### src/hdl/stt_pkg.sv
package stt_pkg;

  // Identifier matching
  localparam int MAX_KEYWORD_LEN = 8;
  localparam int NKW             = 12;
  localparam int KW_LEN_W        = $clog2(MAX_KEYWORD_LEN + 1);
  localparam int KW_IDX_W        = $clog2(MAX_KEYWORD_LEN);

  // Byte position counter
  localparam int OFFSET_BITS = 32;

  // Result queue, a power of two
  localparam int FIFO_DEPTH = 4;

  // Field widths
  localparam int KIND_W = 5;
  localparam int START_W = 32;
  localparam int LEN_W  = 16;
  localparam int LINE_W = 24;
  localparam int COL_W  = 16;
  localparam int CH_W   = 8;

  // Token kinds
  localparam logic [KIND_W-1:0] KIND_NEWLINE  = 5'd0;
  localparam logic [KIND_W-1:0] KIND_HASH     = 5'd1;
  localparam logic [KIND_W-1:0] KIND_STRING   = 5'd2;
  localparam logic [KIND_W-1:0] KIND_NUMBER   = 5'd3;
  localparam logic [KIND_W-1:0] KIND_IDENT    = 5'd4;
  localparam logic [KIND_W-1:0] KIND_KEYWORD0 = 5'd5;
  localparam logic [KIND_W-1:0] KIND_LPAREN   = 5'd17;
  localparam logic [KIND_W-1:0] KIND_RPAREN   = 5'd18;
  localparam logic [KIND_W-1:0] KIND_LBRACE   = 5'd19;
  localparam logic [KIND_W-1:0] KIND_RBRACE   = 5'd20;
  localparam logic [KIND_W-1:0] KIND_DOT      = 5'd21;
  localparam logic [KIND_W-1:0] KIND_COMMA    = 5'd22;
  localparam logic [KIND_W-1:0] KIND_OPERATOR = 5'd23;
  localparam logic [KIND_W-1:0] KIND_EOF      = 5'd24;

  // Keyword spellings, character j of keyword i at [i][j]
  localparam logic [NKW-1:0][MAX_KEYWORD_LEN-1:0][7:0] KW_TEXT = '{
    0:  '{0:"v", 1:"a", 2:"r", default:8'h00},
    1:  '{0:"f", 1:"u", 2:"n", 3:"c", 4:"t", 5:"i", 6:"o", 7:"n", default:8'h00},
    2:  '{0:"i", 1:"f", default:8'h00},
    3:  '{0:"e", 1:"l", 2:"i", 3:"f", default:8'h00},
    4:  '{0:"e", 1:"l", 2:"s", 3:"e", default:8'h00},
    5:  '{0:"f", 1:"o", 2:"r", default:8'h00},
    6:  '{0:"w", 1:"h", 2:"i", 3:"l", 4:"e", default:8'h00},
    7:  '{0:"r", 1:"e", 2:"t", 3:"u", 4:"r", 5:"n", default:8'h00},
    8:  '{0:"e", 1:"n", 2:"d", default:8'h00},
    9:  '{0:"e", 1:"m", 2:"b", 3:"e", 4:"d", default:8'h00},
    10: '{0:"e", 1:"n", 2:"d", 3:"e", 4:"m", 5:"b", 6:"e", 7:"d", default:8'h00},
    11: '{0:"u", 1:"i", default:8'h00}
  };

  localparam logic [NKW-1:0][KW_LEN_W-1:0] KW_LEN = '{
    0: KW_LEN_W'(3), 1: KW_LEN_W'(8), 2: KW_LEN_W'(2), 3: KW_LEN_W'(4),
    4: KW_LEN_W'(4), 5: KW_LEN_W'(3), 6: KW_LEN_W'(5), 7: KW_LEN_W'(6),
    8: KW_LEN_W'(3), 9: KW_LEN_W'(5), 10: KW_LEN_W'(8), 11: KW_LEN_W'(2)
  };

  // Lexer modes
  typedef enum logic [5:0] {
    M_IDLE    = 6'b000001,
    M_STRING  = 6'b000010,
    M_NUMBER  = 6'b000100,
    M_IDENT   = 6'b001000,
    M_OP      = 6'b010000,
    M_COMMENT = 6'b100000
  } mode_t;

  typedef struct packed {
    logic [KIND_W-1:0]  kind;
    logic [START_W-1:0] start_offset;
    logic [LEN_W-1:0]   length;
    logic [LINE_W-1:0]  line_number;
    logic [COL_W-1:0]   column_number;
    logic [CH_W-1:0]    op_char;
    logic               op_has_equals;
    logic               last;
  } rec_t;

  // Up to two records per accepted byte; v1 only with v0
  typedef struct packed {
    logic v0;
    logic v1;
    rec_t r0;
    rec_t r1;
  } push_t;

endpackage

### src/hdl/stt_chan_if.sv
interface stt_in_if;
  logic                     valid;
  logic                     ready;
  logic [stt_pkg::CH_W-1:0] ch;
  logic                     end_of_source;

  modport source (output valid, ch, end_of_source, input ready);
  modport sink   (input valid, ch, end_of_source, output ready);
endinterface

interface stt_out_if;
  logic                        valid;
  logic                        ready;
  logic [stt_pkg::KIND_W-1:0]  kind;
  logic [stt_pkg::START_W-1:0] start_offset;
  logic [stt_pkg::LEN_W-1:0]   length;
  logic [stt_pkg::LINE_W-1:0]  line_number;
  logic [stt_pkg::COL_W-1:0]   column_number;
  logic [stt_pkg::CH_W-1:0]    op_char;
  logic                        op_has_equals;
  logic                        last;

  modport source (output valid, kind, start_offset, length, line_number, column_number,
                  op_char, op_has_equals, last, input ready);
  modport sink   (input valid, kind, start_offset, length, line_number, column_number,
                  op_char, op_has_equals, last, output ready);
endinterface

### src/hdl/stt_lex_core.sv
module stt_lex_core (
  input  logic                     clk,
  input  logic                     rst_n,
  input  logic                     accept,
  input  logic [stt_pkg::CH_W-1:0] ch,
  input  logic                     end_of_source,
  output stt_pkg::push_t           push
);

  localparam logic [7:0] CH_TAB   = 8'h09;
  localparam logic [7:0] CH_LF    = 8'h0A;
  localparam logic [7:0] CH_CR    = 8'h0D;
  localparam logic [7:0] CH_SPACE = 8'h20;
  localparam logic [7:0] CH_BSL   = 8'h5C;

  stt_pkg::mode_t                     mode_r, mode_nxt;
  logic [7:0]                         quote_r, quote_nxt;
  logic                               esc_r, esc_nxt;
  logic [stt_pkg::NKW-1:0]            cand_r, cand_nxt;
  logic [7:0]                         pop_r, pop_nxt;
  logic [stt_pkg::LINE_W-1:0]         line_r, line_nxt;
  logic [stt_pkg::COL_W-1:0]          col_r, col_nxt;
  logic [stt_pkg::OFFSET_BITS-1:0]    off_r, off_nxt;
  logic [stt_pkg::OFFSET_BITS-1:0]    tstart_r, tstart_nxt;
  logic [stt_pkg::LINE_W-1:0]         tline_r, tline_nxt;
  logic [stt_pkg::COL_W-1:0]          tcol_r, tcol_nxt;
  logic [stt_pkg::LEN_W-1:0]          tlen_r, tlen_nxt;

  logic         flush_v;
  stt_pkg::rec_t flush_rec;
  logic         va, vb, handled;
  stt_pkg::rec_t ra, rb;

  function automatic stt_pkg::rec_t mk_rec(
    logic [stt_pkg::KIND_W-1:0]      kind,
    logic [stt_pkg::OFFSET_BITS-1:0] start,
    logic [stt_pkg::LEN_W-1:0]       len,
    logic [stt_pkg::LINE_W-1:0]      line,
    logic [stt_pkg::COL_W-1:0]       col,
    logic [7:0]                      opc,
    logic                            opeq
  );
    stt_pkg::rec_t r;
    r.kind          = kind;
    r.start_offset  = stt_pkg::START_W'(start);
    r.length        = len;
    r.line_number   = line;
    r.column_number = col;
    r.op_char       = opc;
    r.op_has_equals = opeq;
    r.last          = 1'b0;
    return r;
  endfunction

  function automatic logic is_digit(logic [7:0] c);
    return (c >= "0") && (c <= "9");
  endfunction

  function automatic logic is_id_cont(logic [7:0] c);
    return ((c >= "a") && (c <= "z")) || ((c >= "A") && (c <= "Z")) ||
           is_digit(c) || (c == "_");
  endfunction

  // Drop every keyword whose next character differs or which is already used up
  function automatic logic [stt_pkg::NKW-1:0] kw_filter(
    logic [stt_pkg::NKW-1:0]   cand,
    logic [stt_pkg::LEN_W-1:0] len,
    logic [7:0]                c
  );
    logic [stt_pkg::NKW-1:0] res;
    res = cand;
    for (int i = 0; i < stt_pkg::NKW; i++) begin
      if (len >= stt_pkg::LEN_W'(stt_pkg::KW_LEN[i])) begin
        res[i] = 1'b0;
      end else if (stt_pkg::KW_TEXT[i][len[stt_pkg::KW_IDX_W-1:0]] != c) begin
        res[i] = 1'b0;
      end
    end
    return res;
  endfunction

  function automatic logic [stt_pkg::KIND_W-1:0] ident_kind(
    logic [stt_pkg::NKW-1:0]   cand,
    logic [stt_pkg::LEN_W-1:0] len
  );
    logic [stt_pkg::KIND_W-1:0] k;
    k = stt_pkg::KIND_IDENT;
    for (int i = 0; i < stt_pkg::NKW; i++) begin
      if (cand[i] && (len == stt_pkg::LEN_W'(stt_pkg::KW_LEN[i]))) begin
        k = stt_pkg::KIND_W'(stt_pkg::KIND_KEYWORD0 + i);
      end
    end
    return k;
  endfunction

  function automatic logic [stt_pkg::COL_W-1:0] col_inc(logic [stt_pkg::COL_W-1:0] c);
    return (c == '1) ? c : c + 1'b1;
  endfunction

  // Record for whatever token is open
  always_comb begin
    flush_v   = 1'b1;
    flush_rec = mk_rec(stt_pkg::KIND_STRING, tstart_r, tlen_r, tline_r, tcol_r, 8'h00, 1'b0);
    unique case (mode_r)
      stt_pkg::M_STRING: begin
        flush_rec.kind = stt_pkg::KIND_STRING;
      end
      stt_pkg::M_NUMBER: begin
        flush_rec.kind = stt_pkg::KIND_NUMBER;
      end
      stt_pkg::M_IDENT: begin
        flush_rec.kind = ident_kind(cand_r, tlen_r);
      end
      stt_pkg::M_OP: begin
        flush_rec.kind    = stt_pkg::KIND_OPERATOR;
        flush_rec.length  = stt_pkg::LEN_W'(1);
        flush_rec.op_char = pop_r;
      end
      default: begin
        flush_v = 1'b0;
      end
    endcase
  end

  always_comb begin
    mode_nxt   = mode_r;
    quote_nxt  = quote_r;
    esc_nxt    = esc_r;
    cand_nxt   = cand_r;
    pop_nxt    = pop_r;
    line_nxt   = line_r;
    col_nxt    = col_r;
    off_nxt    = off_r;
    tstart_nxt = tstart_r;
    tline_nxt  = tline_r;
    tcol_nxt   = tcol_r;
    tlen_nxt   = tlen_r;
    va         = 1'b0;
    vb         = 1'b0;
    ra         = flush_rec;
    rb         = flush_rec;
    handled    = 1'b1;

    if (end_of_source) begin
      // Flush, then end-of-file, then back to the reset state
      va         = flush_v;
      vb         = 1'b1;
      rb         = mk_rec(stt_pkg::KIND_EOF, off_r, '0, line_r, col_r, 8'h00, 1'b0);
      mode_nxt   = stt_pkg::M_IDLE;
      quote_nxt  = '0;
      esc_nxt    = 1'b0;
      cand_nxt   = '1;
      pop_nxt    = '0;
      line_nxt   = stt_pkg::LINE_W'(1);
      col_nxt    = stt_pkg::COL_W'(1);
      off_nxt    = '0;
      tstart_nxt = '0;
      tline_nxt  = '0;
      tcol_nxt   = '0;
      tlen_nxt   = '0;
    end else begin
      unique case (mode_r)
        stt_pkg::M_STRING: begin
          if (esc_r) begin
            esc_nxt  = 1'b0;
            tlen_nxt = (tlen_r == '1) ? tlen_r : tlen_r + 1'b1;
          end else if (ch == quote_r) begin
            va       = 1'b1;
            mode_nxt = stt_pkg::M_IDLE;
            esc_nxt  = 1'b0;
            pop_nxt  = '0;
            cand_nxt = '1;
          end else begin
            if (ch == CH_BSL) begin
              esc_nxt = 1'b1;
            end
            tlen_nxt = (tlen_r == '1) ? tlen_r : tlen_r + 1'b1;
          end
          off_nxt = off_r + 1'b1;
          col_nxt = col_inc(col_r);
        end
        stt_pkg::M_COMMENT: begin
          if (ch == CH_LF) begin
            mode_nxt = stt_pkg::M_IDLE;
            handled  = 1'b0;
          end else begin
            off_nxt = off_r + 1'b1;
            col_nxt = col_inc(col_r);
          end
        end
        stt_pkg::M_NUMBER: begin
          if (is_digit(ch) || (ch == ".")) begin
            tlen_nxt = (tlen_r == '1) ? tlen_r : tlen_r + 1'b1;
            off_nxt  = off_r + 1'b1;
            col_nxt  = col_inc(col_r);
          end else begin
            va       = 1'b1;
            mode_nxt = stt_pkg::M_IDLE;
            esc_nxt  = 1'b0;
            pop_nxt  = '0;
            cand_nxt = '1;
            handled  = 1'b0;
          end
        end
        stt_pkg::M_IDENT: begin
          if (is_id_cont(ch)) begin
            cand_nxt = kw_filter(cand_r, tlen_r, ch);
            tlen_nxt = (tlen_r == '1) ? tlen_r : tlen_r + 1'b1;
            off_nxt  = off_r + 1'b1;
            col_nxt  = col_inc(col_r);
          end else begin
            va       = 1'b1;
            mode_nxt = stt_pkg::M_IDLE;
            esc_nxt  = 1'b0;
            pop_nxt  = '0;
            cand_nxt = '1;
            handled  = 1'b0;
          end
        end
        stt_pkg::M_OP: begin
          if (ch == "=") begin
            va       = 1'b1;
            ra       = mk_rec(stt_pkg::KIND_OPERATOR, tstart_r, stt_pkg::LEN_W'(2),
                              tline_r, tcol_r, pop_r, 1'b1);
            mode_nxt = stt_pkg::M_IDLE;
            pop_nxt  = '0;
            off_nxt  = off_r + 1'b1;
            col_nxt  = col_inc(col_r);
          end else if ((pop_r == "/") && (ch == "/")) begin
            mode_nxt = stt_pkg::M_COMMENT;
            pop_nxt  = '0;
            off_nxt  = off_r + 1'b1;
            col_nxt  = col_inc(col_r);
          end else begin
            va       = 1'b1;
            mode_nxt = stt_pkg::M_IDLE;
            esc_nxt  = 1'b0;
            pop_nxt  = '0;
            cand_nxt = '1;
            handled  = 1'b0;
          end
        end
        default: begin
          handled = 1'b0;
        end
      endcase

      // Byte that starts afresh, seen with the state left above
      if (!handled) begin
        rb = mk_rec(stt_pkg::KIND_HASH, off_nxt, stt_pkg::LEN_W'(1), line_nxt, col_nxt,
                    8'h00, 1'b0);
        case (ch) inside
          CH_SPACE, CH_TAB, CH_CR: begin
            off_nxt = off_nxt + 1'b1;
            col_nxt = col_inc(col_nxt);
          end
          CH_LF: begin
            vb       = 1'b1;
            rb.kind  = stt_pkg::KIND_NEWLINE;
            off_nxt  = off_nxt + 1'b1;
            line_nxt = (line_nxt == '1) ? line_nxt : line_nxt + 1'b1;
            col_nxt  = stt_pkg::COL_W'(1);
          end
          "#": begin
            vb      = 1'b1;
            off_nxt = off_nxt + 1'b1;
            col_nxt = col_inc(col_nxt);
          end
          "\"", "'": begin
            tline_nxt  = line_nxt;
            tcol_nxt   = col_nxt;
            off_nxt    = off_nxt + 1'b1;
            col_nxt    = col_inc(col_nxt);
            tstart_nxt = off_nxt;
            tlen_nxt   = '0;
            mode_nxt   = stt_pkg::M_STRING;
            quote_nxt  = ch;
            esc_nxt    = 1'b0;
          end
          ["0":"9"]: begin
            mode_nxt   = stt_pkg::M_NUMBER;
            tstart_nxt = off_nxt;
            tline_nxt  = line_nxt;
            tcol_nxt   = col_nxt;
            tlen_nxt   = stt_pkg::LEN_W'(1);
            off_nxt    = off_nxt + 1'b1;
            col_nxt    = col_inc(col_nxt);
          end
          ["a":"z"], ["A":"Z"], "_": begin
            mode_nxt   = stt_pkg::M_IDENT;
            tstart_nxt = off_nxt;
            tline_nxt  = line_nxt;
            tcol_nxt   = col_nxt;
            cand_nxt   = kw_filter('1, '0, ch);
            tlen_nxt   = stt_pkg::LEN_W'(1);
            off_nxt    = off_nxt + 1'b1;
            col_nxt    = col_inc(col_nxt);
          end
          "(", ")", "{", "}", ".", ",": begin
            vb = 1'b1;
            case (ch)
              "(":     rb.kind = stt_pkg::KIND_LPAREN;
              ")":     rb.kind = stt_pkg::KIND_RPAREN;
              "{":     rb.kind = stt_pkg::KIND_LBRACE;
              "}":     rb.kind = stt_pkg::KIND_RBRACE;
              ".":     rb.kind = stt_pkg::KIND_DOT;
              default: rb.kind = stt_pkg::KIND_COMMA;
            endcase
            off_nxt = off_nxt + 1'b1;
            col_nxt = col_inc(col_nxt);
          end
          "+", "-", "*", "/", "=", "<", ">", "!": begin
            mode_nxt   = stt_pkg::M_OP;
            tstart_nxt = off_nxt;
            tline_nxt  = line_nxt;
            tcol_nxt   = col_nxt;
            pop_nxt    = ch;
            tlen_nxt   = stt_pkg::LEN_W'(1);
            off_nxt    = off_nxt + 1'b1;
            col_nxt    = col_inc(col_nxt);
          end
          default: begin
            off_nxt = off_nxt + 1'b1;
            col_nxt = col_inc(col_nxt);
          end
        endcase
      end
    end
  end

  // Pack records into slot order; mark the final one
  always_comb begin
    push.v0 = accept && (va || vb);
    push.v1 = accept && va && vb;
    push.r0 = va ? ra : rb;
    push.r1 = rb;
    push.r0.last = !(va && vb);
    push.r1.last = 1'b1;
  end

  always_ff @(posedge clk) begin
    if (!rst_n) begin
      mode_r   <= stt_pkg::M_IDLE;
      quote_r  <= '0;
      esc_r    <= 1'b0;
      cand_r   <= '1;
      pop_r    <= '0;
      line_r   <= stt_pkg::LINE_W'(1);
      col_r    <= stt_pkg::COL_W'(1);
      off_r    <= '0;
      tstart_r <= '0;
      tline_r  <= '0;
      tcol_r   <= '0;
      tlen_r   <= '0;
    end else if (accept) begin
      mode_r   <= mode_nxt;
      quote_r  <= quote_nxt;
      esc_r    <= esc_nxt;
      cand_r   <= cand_nxt;
      pop_r    <= pop_nxt;
      line_r   <= line_nxt;
      col_r    <= col_nxt;
      off_r    <= off_nxt;
      tstart_r <= tstart_nxt;
      tline_r  <= tline_nxt;
      tcol_r   <= tcol_nxt;
      tlen_r   <= tlen_nxt;
    end
  end

endmodule

### src/hdl/stt_out_fifo.sv
module stt_out_fifo (
  input  logic           clk,
  input  logic           rst_n,
  input  stt_pkg::push_t push,
  input  logic           pop,
  output stt_pkg::rec_t  head,
  output logic           head_valid,
  output logic           room
);

  localparam int PTR_W = $clog2(stt_pkg::FIFO_DEPTH);
  localparam int CNT_W = $clog2(stt_pkg::FIFO_DEPTH + 1);

  stt_pkg::rec_t mem_r [stt_pkg::FIFO_DEPTH];
  logic [PTR_W-1:0] wr_r, rd_r;
  logic [CNT_W-1:0] cnt_r, cnt_nxt;
  logic [PTR_W-1:0] wr_nxt, wr_plus1;
  logic [CNT_W-1:0] n_wr;

  always_comb begin
    wr_plus1 = wr_r + 1'b1;
    n_wr     = CNT_W'(push.v0) + CNT_W'(push.v1);
    wr_nxt   = wr_r + PTR_W'(n_wr);
    cnt_nxt  = cnt_r + n_wr - CNT_W'(pop);
  end

  always_ff @(posedge clk) begin
    if (push.v0) begin
      mem_r[wr_r] <= push.r0;
    end
    if (push.v1) begin
      mem_r[wr_plus1] <= push.r1;
    end
  end

  always_ff @(posedge clk) begin
    if (!rst_n) begin
      wr_r  <= '0;
      rd_r  <= '0;
      cnt_r <= '0;
    end else begin
      wr_r  <= wr_nxt;
      cnt_r <= cnt_nxt;
      if (pop) begin
        rd_r <= rd_r + 1'b1;
      end
    end
  end

  assign head       = mem_r[rd_r];
  assign head_valid = (cnt_r != '0);
  // Leave space for the two records one byte can produce
  assign room       = (cnt_r <= CNT_W'(stt_pkg::FIFO_DEPTH - 2));

endmodule

### src/hdl/source_text_tokenizer.sv
// Channel   Dir  Transaction
// --------  ---  -----------------------------------------------------------
// in_chan   in   one source byte (ch) or an end marker (end_of_source)
// out_chan  out  one token record: kind, offsets, line/column, operator info
//
// Each byte is lexed in the cycle it is accepted; its records are in the
// result queue from the next cycle and reach out_chan behind any older records.
// One input transaction per cycle while the queue has room for two records, so
// the rate is one byte per cycle, limited by out_chan stalls and by the output
// taking one record per cycle when a byte yields two (a token ended plus one).
// Reset is synchronous on rst_n and leaves the lexer at line 1, column 1.
// A stall on out_chan drops in_chan.ready once three of the four queue
// entries are taken, so a byte with two records can still fill the queue.
module source_text_tokenizer (
  input logic        clk,
  input logic        rst_n,
  stt_in_if.sink     in_chan,
  stt_out_if.source  out_chan
);

  stt_pkg::push_t push;
  stt_pkg::rec_t  head;
  logic           head_valid;
  logic           room;
  logic           in_accept;
  logic           out_pop;

  // Accept a byte only when both of its possible records fit
  assign in_chan.ready = room;
  assign in_accept     = in_chan.valid && room;
  assign out_pop       = head_valid && out_chan.ready;

  // Lexer state and per-byte decode
  stt_lex_core u_core (
    .clk           (clk),
    .rst_n         (rst_n),
    .accept        (in_accept),
    .ch            (in_chan.ch),
    .end_of_source (in_chan.end_of_source),
    .push          (push)
  );

  // Result queue: two writes, one read per cycle
  stt_out_fifo u_fifo (
    .clk        (clk),
    .rst_n      (rst_n),
    .push       (push),
    .pop        (out_pop),
    .head       (head),
    .head_valid (head_valid),
    .room       (room)
  );

  // Drive the result channel straight from the queue head
  assign out_chan.valid         = head_valid;
  assign out_chan.kind          = head.kind;
  assign out_chan.start_offset  = head.start_offset;
  assign out_chan.length        = head.length;
  assign out_chan.line_number   = head.line_number;
  assign out_chan.column_number = head.column_number;
  assign out_chan.op_char       = head.op_char;
  assign out_chan.op_has_equals = head.op_has_equals;
  assign out_chan.last          = head.last;

endmodule

### src/flat_wrapper.sv
// flat-port wrapper written by rule: the top's interface ports become plain ports
module source_text_tokenizer_flat 
  (clk, rst_n, in_chan_valid, in_chan_ch, in_chan_end_of_source, in_chan_ready, out_chan_valid, out_chan_kind, out_chan_start_offset, out_chan_length, out_chan_line_number, out_chan_column_number, out_chan_op_char, out_chan_op_has_equals, out_chan_last, out_chan_ready);
  stt_in_if in_chan_i ();
  stt_out_if out_chan_i ();
  input logic clk;
  input logic rst_n;
  input wire logic [$bits(in_chan_i.valid)-1:0] in_chan_valid;
  input wire logic [$bits(in_chan_i.ch)-1:0] in_chan_ch;
  input wire logic [$bits(in_chan_i.end_of_source)-1:0] in_chan_end_of_source;
  output wire logic [$bits(in_chan_i.ready)-1:0] in_chan_ready;
  output wire logic [$bits(out_chan_i.valid)-1:0] out_chan_valid;
  output wire logic [$bits(out_chan_i.kind)-1:0] out_chan_kind;
  output wire logic [$bits(out_chan_i.start_offset)-1:0] out_chan_start_offset;
  output wire logic [$bits(out_chan_i.length)-1:0] out_chan_length;
  output wire logic [$bits(out_chan_i.line_number)-1:0] out_chan_line_number;
  output wire logic [$bits(out_chan_i.column_number)-1:0] out_chan_column_number;
  output wire logic [$bits(out_chan_i.op_char)-1:0] out_chan_op_char;
  output wire logic [$bits(out_chan_i.op_has_equals)-1:0] out_chan_op_has_equals;
  output wire logic [$bits(out_chan_i.last)-1:0] out_chan_last;
  input wire logic [$bits(out_chan_i.ready)-1:0] out_chan_ready;
  assign in_chan_i.valid = in_chan_valid;
  assign in_chan_i.ch = in_chan_ch;
  assign in_chan_i.end_of_source = in_chan_end_of_source;
  assign in_chan_ready = in_chan_i.ready;
  assign out_chan_valid = out_chan_i.valid;
  assign out_chan_kind = out_chan_i.kind;
  assign out_chan_start_offset = out_chan_i.start_offset;
  assign out_chan_length = out_chan_i.length;
  assign out_chan_line_number = out_chan_i.line_number;
  assign out_chan_column_number = out_chan_i.column_number;
  assign out_chan_op_char = out_chan_i.op_char;
  assign out_chan_op_has_equals = out_chan_i.op_has_equals;
  assign out_chan_last = out_chan_i.last;
  assign out_chan_i.ready = out_chan_ready;
  source_text_tokenizer u_core (.clk(clk), .rst_n(rst_n), .in_chan(in_chan_i), .out_chan(out_chan_i));
endmodule
### config.mk
export PLATFORM = sky130hd
export DESIGN_NAME = source_text_tokenizer_flat
export DESIGN_NICKNAME = d
export VERILOG_FILES = /design/src/hdl/stt_pkg.sv /design/src/hdl/stt_chan_if.sv /design/src/hdl/stt_lex_core.sv /design/src/hdl/stt_out_fifo.sv /design/src/hdl/source_text_tokenizer.sv /design/src/flat_wrapper.sv
export SDC_FILE = /design/constraint.sdc
export NUM_CORES = 1
export LEC_CHECK = 0
export CAP_MARGIN = 20
export CORE_MARGIN = 2
export CORE_UTILIZATION = 40
export CTS_CLUSTER_DIAMETER = 100
export DETAILED_ROUTE_END_ITERATION = 8
export DONT_BUFFER_PORTS = 1
export PLACE_DENSITY = 0.65
export REMOVE_ABC_BUFFERS = 1
export SYNTH_ARGS = -nofsm -noshare
export SYNTH_HDL_FRONTEND = slang
export SYNTH_HIERARCHICAL = 1
export SYNTH_SLANG_ARGS = --single-unit
export TNS_END_PERCENT = 50
### constraint.sdc
create_clock -name clk -period 10.6 [get_ports clk]
set_input_delay 0 -clock clk [delete_from_list [all_inputs] [get_ports clk]]
set_output_delay 0 -clock clk [all_outputs]
set_load 0.01 [all_outputs]
## Word-level counts from Yosys, hierarchy flattened

Memory sizes are Yosys's and may differ from the RTL's. A register that Yosys moved wholly into a read port is not among the register bits.
Index checks and enable logic that the tools add are counted.

- Register bits: 202
- Bits in writable memories: 412
- Memory bits (read-only): 768
- Bits of input ports: 13
- Logic and storage cells: 420
- Memories: 13

- $add $sub $neg: 12
- $lt $le $gt $ge: 14
- Equality and inequality tests: 60
- Multiplexer cells: 264
- Reduce and logical (&&, ||, !) cells: 42

Memories:

| name | words | width | read ports | clocked after memory_dff | wr ports | line | source |
|---|---|---|---|---|---|---|---|
| u_core.u_fifo.mem_r | 4 | 103 | 1 | 1 | 2 | stt_out_fifo.sv:14 | `stt_pkg::rec_t mem_r [stt_pkg::FIFO_DEPTH];` |
| (no name shown) | 8 | 8 | 1 | 1 | 0 | stt_lex_core.sv:75 | `end else if (stt_pkg::KW_TEXT[i][len[stt_pkg::KW_IDX_W-1:0]] != c) begin` |
| (no name shown) | 8 | 8 | 1 | 1 | 0 | stt_lex_core.sv:75 |  |
| (no name shown) | 8 | 8 | 1 | 1 | 0 | stt_lex_core.sv:75 |  |
| (no name shown) | 8 | 8 | 1 | 1 | 0 | stt_lex_core.sv:75 |  |
| (no name shown) | 8 | 8 | 1 | 1 | 0 | stt_lex_core.sv:75 |  |
| +7 memories | -- | -- | -- | -- | -- | -- |  |

Operator list:

| kind | count |
|---|---|
| 103-bit 2-to-1 mux | 6 |
| 16-bit 2-to-1 mux | 38 |
| 32-bit 2-to-1 mux | 18 |
| 24-bit 2-to-1 mux | 15 |
| 8-bit 2-to-1 mux | 33 |
| 12-bit 2-to-1 mux | 14 |
| 32-bit one-hot mux with 5 select lines | 1 |
| 8-bit by 6-bit equality test with 1-bit output (second input constant) | 17 |
| 6-bit 2-to-1 mux | 17 |
| 8-bit != test | 12 |
| 5-bit 2-to-1 mux | 18 |
| 16-bit one-hot mux with 5 select lines | 1 |
| 3-bit 2-to-1 mux | 24 |
| 1-bit 2-to-1 mux | 68 |
| 32-bit by 1-bit adder with 32-bit output (second input constant) | 2 |
| 16-bit by 1-bit adder with 16-bit output (second input constant) | 3 |
| 16-bit equality test (second input constant) | 3 |
| 16-bit by 3-bit equality test with 1-bit output (second input constant) | 3 |
| 16-bit by 3-bit greater-or-equal comparator with 1-bit output (second input constant) | 3 |
| 12-bit one-hot mux with 4 select lines | 1 |
| 16-bit one-hot mux with 3 select lines | 1 |
| 16-bit by 2-bit equality test with 1-bit output (second input constant) | 2 |
| 8-bit by 7-bit equality test with 1-bit output (second input constant) | 4 |
| 16-bit by 2-bit greater-or-equal comparator with 1-bit output (second input constant) | 2 |
| 47 further kinds | 86 |

## Depth between registers and ports, before layout

- Depth in word-level cells: 19
- Depth in mapped cells: 18
- Gate-level depth less buffers: 16

## Cells and area by module

Netlist, hierarchy kept.

By module, submodules not included:

| module | instances | cells an instance | area an instance (µm²) | seq. area each (µm²) |
|---|---|---|---|---|
| stt_out_fifo | 1 | 1,044 | 20,236.9 | 12,552.0 |
| stt_lex_core | 1 | 2,186 | 15,980.3 | 4,564.4 |
| source_text_tokenizer | 1 | 2 | 12.5 | 0.0 |

## Least setup slack after synthesis

Ideal clock, no wire load.

- Path kind: register to register
- Start point: reg u_core.u_core.mode_r[1]
- End point: mem u_core/u_fifo/mem_r[2][0] (netlist bit), enable pin
- Arrival time: 9.622 ns
- Slack: 0.272 ns
- Cell stages (with the launch flop): 12
- Path buffers: 2
- Period minus slack after synthesis: 10.328 ns
- Path through: dfxtp_1 -> clkbuf_1 -> nor4_1 -> nand2_1 -> nor4_1 -> nor3_1 -> o21ai_0 -> o21ai_1 -> clkbuf_1 -> a21oi_1 -> nand2b_1 -> o21ai_0

RTL lines:

| element | line | source |
|---|---|---|
| start, declared | stt_lex_core.sv:16 | `stt_pkg::mode_t mode_r, mode_nxt;` |
| start signal, assigned | stt_lex_core.sv:343 | `mode_r <= stt_pkg::M_IDLE;` |
| start signal, assigned | stt_lex_core.sv:356 | `mode_r <= mode_nxt;` |
| end, declared | stt_out_fifo.sv:14 |  |

==> impl_metrics.py <==
metrics = {
    "timing": {
        "period_minus_slack_ns": 5.99,
        "final_hold_viol_count": 0,
        "max_freq_mhz": 167,
        "setup_slack_ns": 4.61,
        "rsz0062_at_grt": "false",
        "slew_violations": 0,
        "slew_headroom": 0.251,
        "min_period_over_period": 0.566,
        "worst_pin_slew_ns": 1.12,
        "fin_worst_skew_ns": 0.0220,
        "setup_viol": 0,
    },
    "placement": {
        "dp_hpwl_um": 64300,
        "placed_area_sq_um": 37100,
        "post-place-ws_ns": 4.82,
        "place_congestion": 0.926,
        "port_buffers": 0,
    },
    "global_routing": {
        "grt_overflow": 0,
        "grt_pass1_wl_um": 159000,
        "first_global_vias": 26100,
        "grt_start_max_net_pins": 68,
        "grt_use_total": 0.218,
        "grt_antenna_before_repair": 2,
    },
    "synthesis": {
        "synth_fa_ha_area_frac": 0.00677,
        "yosys.area_share.xor_xnor": 0.0320,
        "synth_seq_cells": 649,
        "synth-simple-area-share": 0.148,
        "ys_types": 96,
        "ys_warn_count": 6,
        "synth_top_family_by_area": "multiplexers",
        "muxShareOfSynthArea": 0.221,
        "synth_async_sr_flop_share": 0,
        "syn-cell-area_sq_um": 36200,
        "yosys_most_used_dff": "edfxtp_1",
        "synth_edf_count": 412,
        "syn_area_per_cell_sq_um": 11.2,
        "ys_seq_area_frac": 0.472,
        "synth_cells": 3232,
        "synth_compound_area_frac": 0.0849,
    },
    "finish": {
        "fin_nets": 3187,
        "seqCellArea_sq_um": 17100,
        "fin_area_sq_um": 39900,
        "area_growth_pct": 10.1,
        "multi_input_area_sq_um": 18000,
        "drive_gt1_frac": 0.251,
        "num_antenna_cells": 0,
        "final_cell_mix": "487 x mux2_2, 412 x edfxtp_1, 380 x nand2_1, 235 x dfxtp_1, 205 x nor2_1",
        "n_fill_cell": 8229,
        "final_common_cell": "mux2_2",
    },
    "run_status": {
        "status": "complete, no violations",
    },
    "detailed_routing": {
        "drt-wirelength-per-cell_um": 23.5,
        "ant_nets": 0,
        "via_count": 26200,
        "drc": 0,
        "vias_per_cell": 5.97,
        "drt_pass1_iterations": 6,
        "drt_iter0_markers": 2973,
        "wl_um": 103000,
    },
    "clocking": {
        "cts_tree": "built",
        "cts_buffers": 73,
        "cts_setup_buffers": 0,
        "htree_num_levels": 3,
        "insertion_delay_ns": 0.63,
        "clock_sinks": 649,
        "clkTransAtPathRegs_ns": 0.06,
        "ctsResizeCount": 0,
        "cts_max_path_buffers": 3,
        "cts-root-buf": "clkbuf_16",
    },
    "floorplanning": {
        "die_y_um": 305,
        "start_util": 0.403,
        "row_count": 110,
        "core_sq_um": 89900,
        "io_pins": 118,
        "fp.dieW_um": 305,
        "dieArea_sq_um": 93000,
    },
    "critical_path": {
        "crit_path_start_kind": "flip-flop",
        "critPathKind": "flip-flop to flip-flop",
        "critPathArrivalTime_ns": 6.36,
        "end_kind": "flip-flop",
        "worstPathMaxFanout": 44,
        "critPathRequiredTime_ns": 10.96,
    },
    "power": {
        "p_switching_mw": 1.66,
        "ir_worst_vdd_v": 0.000153,
        "p_total_mw": 6.32,
        "swShare": 0.262,
        "p_int_mw": 4.67,
        "power_frac_comb": 0.141,
        "p_leak_nw": 14.0,
        "p_clk_frac": 0.410,
        "power.density_nw_per_um2": 159,
        "seq_power_share": 0.449,
    },
    "job": {
        "maxCapViolCount": 0,
    },
    "hold_path": {
        "holdCritPathClass": "primary input to flip-flop",
    },
}
[layout make-up]
cell class | count | area share
multi-input combinational | 2304 | 0.450
clock inverter | 19 | 0.00656
clock buffer | 115 | 0.0546
sequential | 649 | 0.429
inverter | 42 | 0.00395
tap | 1176 | 0.0369
timing repair buffer | 85 | 0.0182
[power by group through the flow]
stage / Combinational [mW] / Clock [mW] / Sequential [mW]
after CTS: 0.920 / 2.63 / 2.84
after global placement: 0.891 / 0 / 2.89
after floorplan: 0.593 / 0 / 2.95
after global routing: 0.963 / 2.73 / 2.85
final: 0.892 / 2.59 / 2.84
after detailed placement: 0.898 / 0 / 2.90
[path summary, 6_finish.rpt]
kind,from,endpoint,cells after the start,slack [ns]
setup / recovery,u_core/u_core/mode_r[4]$_SDFFE_PN0P_,u_core/u_fifo/mem_r[1][81]$_DFFE_PP_,11,4.61
hold / removal,in_chan_ch[3],u_core/u_core/cand_r[11]$_SDFFE_PN1P_,4,0.03
setup reg to reg,u_core/u_core/mode_r[4]$_SDFFE_PN0P_,u_core/u_fifo/mem_r[1][81]$_DFFE_PP_,11,4.61
hold reg to reg,u_core/u_core/quote_r[2]$_SDFFE_PN0P_,u_core/u_core/quote_r[2]$_SDFFE_PN0P_,2,0.47
[critical path, stage by stage (launching register included)]
cell and delay [ns]:
dfxtp_1 0.49, nor2b_1 0.80, nand2_1 0.87, o21ai_0 0.74
o21ai_4 0.09, inv_1 0.19, o21ai_0 0.21, nor2_1 0.47
nor3b_4 0.28, buf_4 0.41, buf_4 0.65, mux2_2 0.42
[routing by layer]
metal / part of all wire / wire length [um] / track usage
met2: 0.47 / 48100 / 0.355
met1: 0.43 / 44200 / 0.292
met3: 0.077 / 7970 / 0.0444
met5: 0.00013 / 13 / 0
met4: 0.030 / 3080 / 0.0708
[synth_stat cells (all sizes together), types with 32 or more instances]
library cell	n	area, sq um
inv	42	158
xnor2	75	657
nand2	383	1440
nand4	39	265
dfxtp	237	4740
xor2	55	482
and3	74	463
a21oi	83	415
mux4	103	2320
clkbuf	136	512
o31ai	32	240
nor2	211	811
nor4	47	322
edfxtp	412	12400
nor3	57	318
buf	101	594
mux2	487	5480
nand3	90	460
o21ai	136	681
a22oi	61	458
[cells by family (layout without fill, tap and decap cells)]
group | after synthesis | after routing
xor+xnor | 131 | 131
fa+ha+maj | 19 | 19
compound gates | 468 | 468
buf+inv | 279 | 261
simple gates | 1074 | 1074
other cells | 2 | 2
mux | 610 | 610
flops | 649 | 649
[what timing repair did]
action / 4_1_cts / 5_1_grt
endpoints found under the hold margin: 183 / 0
hold buffers: 27 / 0
setup endpoints to repair: 0 / 0
[registers in the layout, summed over array words and instances, names as in the netlist, 6 cells and up, named ones only]
| name | count |
|---|---|
| u_core/u_fifo/mem_r | 412 |
| u_core/u_core/off_r | 32 |
| u_core/u_core/tstart_r | 32 |
| u_core/u_core/line_r | 24 |
| u_core/u_core/tline_r | 24 |
| u_core/u_core/col_r | 16 |
| u_core/u_core/tcol_r | 16 |
| u_core/u_core/tlen_r | 16 |
| u_core/u_core/cand_r | 12 |
| u_core/u_core/pop_r | 8 |
| u_core/u_core/quote_r | 8 |
| u_core/u_core/mode_r | 6 |
[per-stage QoR]
stage	setup TNS (ns)	utilization	cells	hold WS, ns
after detailed placement	0	0.413	4228	0.0932
after global placement	0	0.413	4227	0.102
final	0	0.444	4390	0.0268
after floorplan	-1099.62	-	2995	0.0619
after CTS	0	0.444	4389	0.000386
after global routing	0	0.444	4390	0.0374
No activity file was read; power rests on OpenSTA's default activity.
